$ cat config.mk
export PLATFORM = sky130hd
export DESIGN_NAME = aging_priority_ready_queue
export DESIGN_NICKNAME = d
export VERILOG_FILES = /design/src/hw/rtl/aprq_pkg.sv /design/src/hw/rtl/aging_priority_ready_queue.sv /design/src/hw/rtl/aprq_recip_mul.sv /design/src/hw/rtl/aprq_slot_store.sv
export VERILOG_INCLUDE_DIRS = /design/src /design/src/hw/rtl
export SDC_FILE = /design/constraint.sdc
export NUM_CORES = 2
export LEC_CHECK = 0
export CAP_MARGIN = 20
export CORE_UTILIZATION = 40
export DETAILED_ROUTE_END_ITERATION = 8
export DONT_BUFFER_PORTS = 1
export GPL_TIMING_DRIVEN = 0
export PLACE_DENSITY = 0.66
export SLEW_MARGIN = 20
export SYNTH_ARGS = -nofsm -noshare
export SYNTH_HDL_FRONTEND = slang
export SYNTH_HIERARCHICAL = 1
export SYNTH_SLANG_ARGS = --single-unit
$ cat constraint.sdc
create_clock -name clk -period 15.27 [get_ports clk]
set_input_delay 1.527 -clock clk [delete_from_list [all_inputs] [get_ports clk]]
set_output_delay 1.527 -clock clk [all_outputs]
set_load 0.005 [all_outputs]
$ cat src/hw/rtl/assert_macros.svh
// ----------------------------------------------------------------------------
// assert_macros.svh
// Concurrent assertion shorthands clocked on clk with synchronous reset rst.
// ----------------------------------------------------------------------------
`ifndef ASSERT_MACROS_SVH
`define ASSERT_MACROS_SVH

// same-cycle implication
`define APRQ_ASSERT_NOW(label, ante, cons, msg) \
  label: assert property (@(posedge clk) disable iff (rst) (ante) |-> (cons)) \
    else $error(msg);

// next-cycle implication
`define APRQ_ASSERT_NXT(label, ante, cons, msg) \
  label: assert property (@(posedge clk) disable iff (rst) (ante) |=> (cons)) \
    else $error(msg);

`endif

$ cat src/hw/rtl/aprq_pkg.sv
// ----------------------------------------------------------------------------
// aprq_pkg
// Shared widths, codes and types of the aging priority ready queue.
// ----------------------------------------------------------------------------
package aprq_pkg;

  localparam int DEPTH    = 16;
  localparam int IDX_W    = $clog2(DEPTH);
  localparam int PID_W    = 16;
  localparam int PRIO_W   = 4;
  localparam int TIME_W   = 32;
  localparam int STATUS_W = 2;
  localparam int SCORE_W  = TIME_W + 1;

  localparam logic [PRIO_W-1:0] PRIO_MAX = PRIO_W'(9);

  // x/10 = (x * RECIP) >> 35, x/5 = (x * RECIP) >> 34, exact for 32-bit x
  localparam logic [TIME_W-1:0] RECIP = 32'hCCCC_CCCD;
  localparam int DIV10_SH = 35;
  localparam int DIV5_SH  = 34;

  localparam logic CMD_ENQ = 1'b0;
  localparam logic CMD_SEL = 1'b1;

  localparam logic [STATUS_W-1:0] ST_OK     = 2'd0;
  localparam logic [STATUS_W-1:0] ST_REJECT = 2'd1;
  localparam logic [STATUS_W-1:0] ST_EMPTY  = 2'd2;
  localparam logic [STATUS_W-1:0] ST_ERROR  = 2'd3;

  typedef struct packed {
    logic [PID_W-1:0]  pid;
    logic [PRIO_W-1:0] prio;
    logic [TIME_W-1:0] ready;
    logic [TIME_W-1:0] cpu;
  } slot_t;

  typedef struct packed {
    logic             wr_en;
    logic             clr_en;
    logic [IDX_W-1:0] idx;
    slot_t            data;
  } store_cmd_t;

endpackage

$ cat src/hw/rtl/aging_priority_ready_queue.sv
// ----------------------------------------------------------------------------
// aging_priority_ready_queue
// Ready queue with aging priority: enqueue with checks, select-and-remove best.
// ----------------------------------------------------------------------------
//  channel  handshake            payload
//  in       in_valid/in_ready    cmd proc_id prio_level arrival_time ready_time
//                                cpu_time now_time
//  out      out_valid/out_ready  status chosen_pid
//
//  Invalid enqueue goes straight to the final step. Enqueue scans all slots,
//  one slot per cycle. Select scans every slot; each occupied slot
//  takes three steps through the one reciprocal multiplier and comparator.
//  Reset clears all slot valid flags together; nothing else to sweep.
//  A held result stalls only the final step; the next transaction is taken
//  once the result is loaded into the output register.
// ----------------------------------------------------------------------------
module aging_priority_ready_queue (
  input  logic                          clk,
  input  logic                          rst,
  input  logic                          in_valid,
  output logic                          in_ready,
  input  logic                          cmd,
  input  logic [aprq_pkg::PID_W-1:0]    proc_id,
  input  logic [aprq_pkg::PRIO_W-1:0]   prio_level,
  input  logic [aprq_pkg::TIME_W-1:0]   arrival_time,
  input  logic [aprq_pkg::TIME_W-1:0]   ready_time,
  input  logic [aprq_pkg::TIME_W-1:0]   cpu_time,
  input  logic [aprq_pkg::TIME_W-1:0]   now_time,
  output logic                          out_valid,
  input  logic                          out_ready,
  output logic [aprq_pkg::STATUS_W-1:0] status,
  output logic [aprq_pkg::PID_W-1:0]    chosen_pid
);
  import aprq_pkg::*;

  localparam logic [2:0] S_IDLE = 3'd0;
  localparam logic [2:0] S_EQ   = 3'd1;
  localparam logic [2:0] S_DIFF = 3'd2;
  localparam logic [2:0] S_PEN  = 3'd3;
  localparam logic [2:0] S_CMP  = 3'd4;
  localparam logic [2:0] S_FIN  = 3'd5;

  logic [2:0]          state;
  logic [IDX_W-1:0]    idx;
  logic                cmd_q;
  logic                rej;
  logic                dup;
  logic                err;
  logic                have_free;
  logic                have_best;
  logic [IDX_W-1:0]    free_idx;
  logic [IDX_W-1:0]    best_idx;
  logic [SCORE_W-1:0]  best_score;
  logic [TIME_W-1:0]   best_ready;
  logic [PID_W-1:0]    best_pid;
  logic [TIME_W-1:0]   wait_q;
  slot_t               new_slot;
  logic [TIME_W-1:0]   now_q;

  slot_t               rd;
  logic [DEPTH-1:0]    valid;
  store_cmd_t          store_cmd;
  logic [TIME_W-1:0]   mul_op;
  logic [TIME_W-1:0]   mul_q;
  logic                last;
  logic                fin_go;
  logic                enq_ok;
  logic                sel_ok;
  logic [STATUS_W-1:0] fin_status;
  logic [SCORE_W-1:0]  score;
  logic                better;
  logic                pre_reject;
  logic [IDX_W:0]      fill;

  aprq_slot_store u_store (
    .clk     (clk),
    .rst     (rst),
    .cmd     (store_cmd),
    .rd_idx  (idx),
    .rd_data (rd),
    .valid   (valid)
  );

  aprq_recip_mul u_mul (
    .clk      (clk),
    .operand  (mul_op),
    .sel_div5 (state == S_PEN),
    .quot     (mul_q)
  );

  assign mul_op   = (state == S_PEN) ? rd.cpu : now_q - rd.ready;
  assign last     = (idx == IDX_W'(DEPTH - 1));
  assign in_ready = (state == S_IDLE);
  assign fin_go   = (state == S_FIN) && (!out_valid || out_ready);

  assign pre_reject = (proc_id == '0) || (prio_level > PRIO_MAX) ||
                      (ready_time < arrival_time);

  assign score = SCORE_W'(rd.prio) - SCORE_W'(wait_q) + SCORE_W'(mul_q);

  assign better = !have_best ||
                  ($signed(score) < $signed(best_score)) ||
                  ((score == best_score) && (rd.ready < best_ready)) ||
                  ((score == best_score) && (rd.ready == best_ready) &&
                   (rd.pid < best_pid));

  assign enq_ok = !rej && !dup && have_free;
  assign sel_ok = !err && have_best;

  assign fill = (IDX_W+1)'($countones(valid));

  always_comb begin
    if (cmd_q == CMD_ENQ) begin
      fin_status = enq_ok ? ST_OK : ST_REJECT;
    end else if (err) begin
      fin_status = ST_ERROR;
    end else if (!have_best) begin
      fin_status = ST_EMPTY;
    end else begin
      fin_status = ST_OK;
    end
  end

  always_comb begin
    store_cmd.wr_en  = fin_go && (cmd_q == CMD_ENQ) && enq_ok;
    store_cmd.clr_en = fin_go && (cmd_q == CMD_SEL) && sel_ok;
    store_cmd.idx    = (cmd_q == CMD_ENQ) ? free_idx : best_idx;
    store_cmd.data   = new_slot;
  end

  always_ff @(posedge clk) begin
    if (rst) begin
      state     <= S_IDLE;
      out_valid <= 1'b0;
    end else begin
      if (fin_go) begin
        out_valid <= 1'b1;
      end else if (out_ready) begin
        out_valid <= 1'b0;
      end
      case (state)
        S_IDLE: begin
          if (in_valid) begin
            if (cmd == CMD_SEL) begin
              state <= S_DIFF;
            end else if (pre_reject) begin
              state <= S_FIN;
            end else begin
              state <= S_EQ;
            end
          end
        end
        S_EQ: begin
          if (last) begin
            state <= S_FIN;
          end
        end
        S_DIFF: begin
          if (valid[idx]) begin
            state <= S_PEN;
          end else if (last) begin
            state <= S_FIN;
          end
        end
        S_PEN: begin
          state <= S_CMP;
        end
        S_CMP: begin
          state <= last ? S_FIN : S_DIFF;
        end
        S_FIN: begin
          if (fin_go) begin
            state <= S_IDLE;
          end
        end
        default: begin
          state <= S_IDLE;
        end
      endcase
    end
  end

  always_ff @(posedge clk) begin
    if (fin_go) begin
      status     <= fin_status;
      chosen_pid <= (cmd_q == CMD_SEL && sel_ok) ? best_pid : '0;
    end
    case (state)
      S_IDLE: begin
        idx       <= '0;
        cmd_q     <= cmd;
        rej       <= pre_reject;
        dup       <= 1'b0;
        err       <= 1'b0;
        have_free <= 1'b0;
        have_best <= 1'b0;
        now_q     <= now_time;
        new_slot  <= '{pid: proc_id, prio: prio_level, ready: ready_time,
                       cpu: cpu_time};
      end
      S_EQ: begin
        if (valid[idx]) begin
          if (rd.pid == new_slot.pid) begin
            dup <= 1'b1;
          end
        end else if (!have_free) begin
          have_free <= 1'b1;
          free_idx  <= idx;
        end
        idx <= idx + IDX_W'(1);
      end
      S_DIFF: begin
        if (valid[idx]) begin
          if (rd.ready > now_q) begin
            err <= 1'b1;
          end
        end else begin
          idx <= idx + IDX_W'(1);
        end
      end
      S_PEN: begin
        wait_q <= mul_q;
      end
      S_CMP: begin
        if (better) begin
          have_best  <= 1'b1;
          best_idx   <= idx;
          best_score <= score;
          best_ready <= rd.ready;
          best_pid   <= rd.pid;
        end
        idx <= idx + IDX_W'(1);
      end
      default: begin
      end
    endcase
  end

`include "assert_macros.svh"

  `APRQ_ASSERT_NOW(a_sel_pid_nonzero, store_cmd.clr_en, best_pid != '0, "select without pid")
  `APRQ_ASSERT_NOW(a_fail_pid_zero, out_valid && status != ST_OK, chosen_pid == '0, "stray pid")
  `APRQ_ASSERT_NXT(a_enq_fills, store_cmd.wr_en, fill == $past(fill) + 1'b1, "no slot filled")
  `APRQ_ASSERT_NXT(a_sel_frees, store_cmd.clr_en, fill + 1'b1 == $past(fill), "no slot freed")

endmodule

$ cat src/hw/rtl/aprq_recip_mul.sv
// ----------------------------------------------------------------------------
// aprq_recip_mul
// Shared reciprocal multiplier: registered quotient of the operand by 10 or 5.
// ----------------------------------------------------------------------------
module aprq_recip_mul (
  input  logic                        clk,
  input  logic [aprq_pkg::TIME_W-1:0] operand,
  input  logic                        sel_div5,
  output logic [aprq_pkg::TIME_W-1:0] quot
);
  import aprq_pkg::*;

  logic [2*TIME_W-1:0] prod;

  assign prod = {{TIME_W{1'b0}}, operand} * {{TIME_W{1'b0}}, RECIP};

  always_ff @(posedge clk) begin
    if (sel_div5) begin
      quot <= TIME_W'(prod >> DIV5_SH);
    end else begin
      quot <= TIME_W'(prod >> DIV10_SH);
    end
  end

endmodule

$ cat src/hw/rtl/aprq_slot_store.sv
// ----------------------------------------------------------------------------
// aprq_slot_store
// Process slots: valid flags plus pid, priority, ready and CPU time per slot.
// ----------------------------------------------------------------------------
module aprq_slot_store (
  input  logic                       clk,
  input  logic                       rst,
  input  aprq_pkg::store_cmd_t       cmd,
  input  logic [aprq_pkg::IDX_W-1:0] rd_idx,
  output aprq_pkg::slot_t            rd_data,
  output logic [aprq_pkg::DEPTH-1:0] valid
);
  import aprq_pkg::*;

  slot_t slots [DEPTH];

  always_ff @(posedge clk) begin
    if (rst) begin
      valid <= '0;
    end else if (cmd.wr_en) begin
      valid[cmd.idx] <= 1'b1;
    end else if (cmd.clr_en) begin
      valid[cmd.idx] <= 1'b0;
    end
  end

  always_ff @(posedge clk) begin
    if (cmd.wr_en) begin
      slots[cmd.idx] <= cmd.data;
    end
  end

  assign rd_data = slots[rd_idx];

endmodule
==> impl_metrics.toml <==
[global_route]
overflow = 0
first_global_vias = 48300
grt_max_degree = 69
grt_pass1_wl_mm = 320
antenna_found_initial = 18
grt_util_all_layers = 0.203

[synthesis]
netlist_area_um2 = 85000
syn_area_per_cell_um2 = 15.8
seq_area_frac_synth = 0.580
ys.flop_type = "edfxtp_1"
async_reset_ff_frac = 0
synth_warnings = 6
syn_inst = 5385
ys_ff_latch = 1659
synth_edf_count = 1609
synth_cell_types = 84

[critical_path]
crit_path_end_kind = "flip-flop"
critPathMaxStageDelay_ns = 0.96
required_ns = 15.92
rrSetupSlack_ns = 1.34
cp_common_cell = "fa_1"
crit_type = "flip-flop to flip-flop"
crit_path_start_kind = "flip-flop"
arrival_ns = 14.58
cp_num_buf_inv = 9
cp_slowest_cell = "a21oi_1"
cp_top_family = "adder cells"
worst-path-max-fanout = 10

[clock_network]
ctsHoldBuffers = 0
clk_pin_slew_worst_paths_ns = 0.06
clkLatencyLatePin_ns = 0.82
cts_buffers = 168
cts_resized = 0
cts_tree = "done"
clk_path_buf_depth = 3
htreeDepth = 4
post-cts-setup-buffers = 0
cts.sinks = 1659
root_buffer = "clkbuf_16"

[timing]
worst_slack_ns = 1.34
tightest_slew_ns = 1.21
fin_crit_sh = 0.912
fin_crit_ns = 13.93
finalSetupTns_ns = 0
rsz0062_at_grt = "no"
drv_slew = 0
finalSetupViolations = 0
fin_skew_ns = 0.0797
maxSlewHeadroom = 0.197
hold_viol = 0
max_freq_mhz = 71.8
whs_ns = 0.419

[run]
cap_violations = 0

[worst_hold_path]
hold_class = "flip-flop to flip-flop"

[placement]
placed_area_um2 = 89300
hpwl_mm = 152
gp_congestion = 0.919
place_ws_ns = 1.13
port_buffers = 0

[cells_and_area]
final_net_count = 6674
drive_above_1_share = 0.137
syn_to_final_growth_pct = 11.4
design_area_um2 = 94700
nFillCells = 18100

[floorplan]
io_pins = 173
row_count = 168
start_util = 0.404
die_width_um = 463
fp.dieH_um = 463
dieArea_um2 = 214000
core_um2 = 210000

[route]
avgViaCountPerCell = 5.52
ant_nets = 0
wirelength_mm = 219
firstDrtPassIters = 8
drt-initial-drc-count = 4398
drc = 0
vias = 47000
wl_per_cell_um = 25.6

[status]
outcome = "finished, final reports clean"
==> cell usage in the layout (no fill, tap or decap), types with 37 or more instances in the layout <==
cell type | synthesis | routed
fa_1 | 391 | 391
nand2_1 | 232 | 232
a22oi_1 | 128 | 128
mux4_2 | 341 | 341
xnor2_1 | 75 | 75
a21o_1 | 101 | 101
inv_1 | 809 | 792
ha_1 | 551 | 551
buf_2 | 43 | 43
edfxtp_1 | 1609 | 1609
a22oi_2 | 40 | 40
clkbuf_16 | 0 | 170
dfxtp_1 | 50 | 50
a21oi_1 | 184 | 178
o21ai_0 | 105 | 96
nand3_1 | 37 | 37
xor2_1 | 74 | 74
clkbuf_1 | 89 | 123
nor2_1 | 82 | 82
==> flip-flops by register name (all words and copies together), names as in the netlist, 2 cells and up, named ones only <==
| signal | count |
|---|---|
| u_mul/quot | 30 |
| state | 3 |
| now_q | 32 |
| new_slot | 84 |
| best_pid | 16 |
| best_score | 33 |
| wait_q | 32 |
| best_ready | 32 |
| u_store/slots | 1344 |
| status | 2 |
| free_idx | 4 |
| best_idx | 4 |
| idx | 4 |
| chosen_pid | 16 |
==> final timing paths <==
kind,end,depth (start not counted),startpoint
hold reg to reg,wait_q[3],0,u_mul/quot[3]
hold / removal,wait_q[3],0,u_mul/quot[3]
setup reg to reg,u_mul/quot[24],38,idx[1]
setup / recovery,u_mul/quot[24],38,idx[1]
==> metal layers <==
layer / wire length [µm] / vias to the layer above / part of all wire / global-route usage
li1: - / 20400 / - / -
met1: 89600 / 24400 / 0.41 / 0.273
met2: 105000 / 1876 / 0.48 / 0.333
met3: 15500 / 373 / 0.071 / 0.0326
met4: 8130 / 4 / 0.037 / 0.0742
met5: 26 / - / 0.00012 / 0
==> final cells by class <==
cell class	count	area, µm²	share of cell area
antenna	8	20.0	0.000211
clock buffer	215	4460	0.0471
tap	2805	3510	0.0370
timing repair buffer	23	542	0.00572
inverter	809	3160	0.0334
sequential	1659	49300	0.521
buffer	160	746	0.00787
clock inverter	92	953	0.0101
multi-input combinational	2758	32000	0.338
==> cell families after synthesis <==
family	count (synthesis)	synth area share
other	1	0.0000441
muxes	364	0.0933
adders and majority gates	942	0.173
buffers and inverters	969	0.0444
and+or+nand+nor	564	0.0319
AOI/OAI and AO/OA	737	0.0618
xor gates and xnor gates	149	0.0153
DFF	1659	0.580
==> per-stage QoR <==
step	utilization	instances
floorplan	-	5386
finish	0.450	8529
global placement	0.421	8191
detailed placement	0.424	8214
global route	0.450	8528
CTS	0.450	8521
==> cells in the mapped netlist, drive strengths merged, types with 26 or more instances <==
master  instances  area share
nor2b          30      0.0022
nand4          32      0.0024
dfxtp          50       0.012
buf            70      0.0047
nand2b         28      0.0021
a21o          101      0.0089
and3           26      0.0019
clkbuf         90      0.0040
xor2           74      0.0076
fa            391       0.092
o21ai         111      0.0065
xnor2          75      0.0077
a22oi         168       0.017
ha            551       0.081
inv           809       0.036
mux4          341       0.090
nor2           82      0.0036
a21oi         187       0.011
nand3          37      0.0022
edfxtp       1609        0.57
and2           33      0.0024
nand2         232       0.010
Power is left out: the tool's default activity adds up to more than one toggle a clock period on the data nets, which glitch-free logic cannot reach.
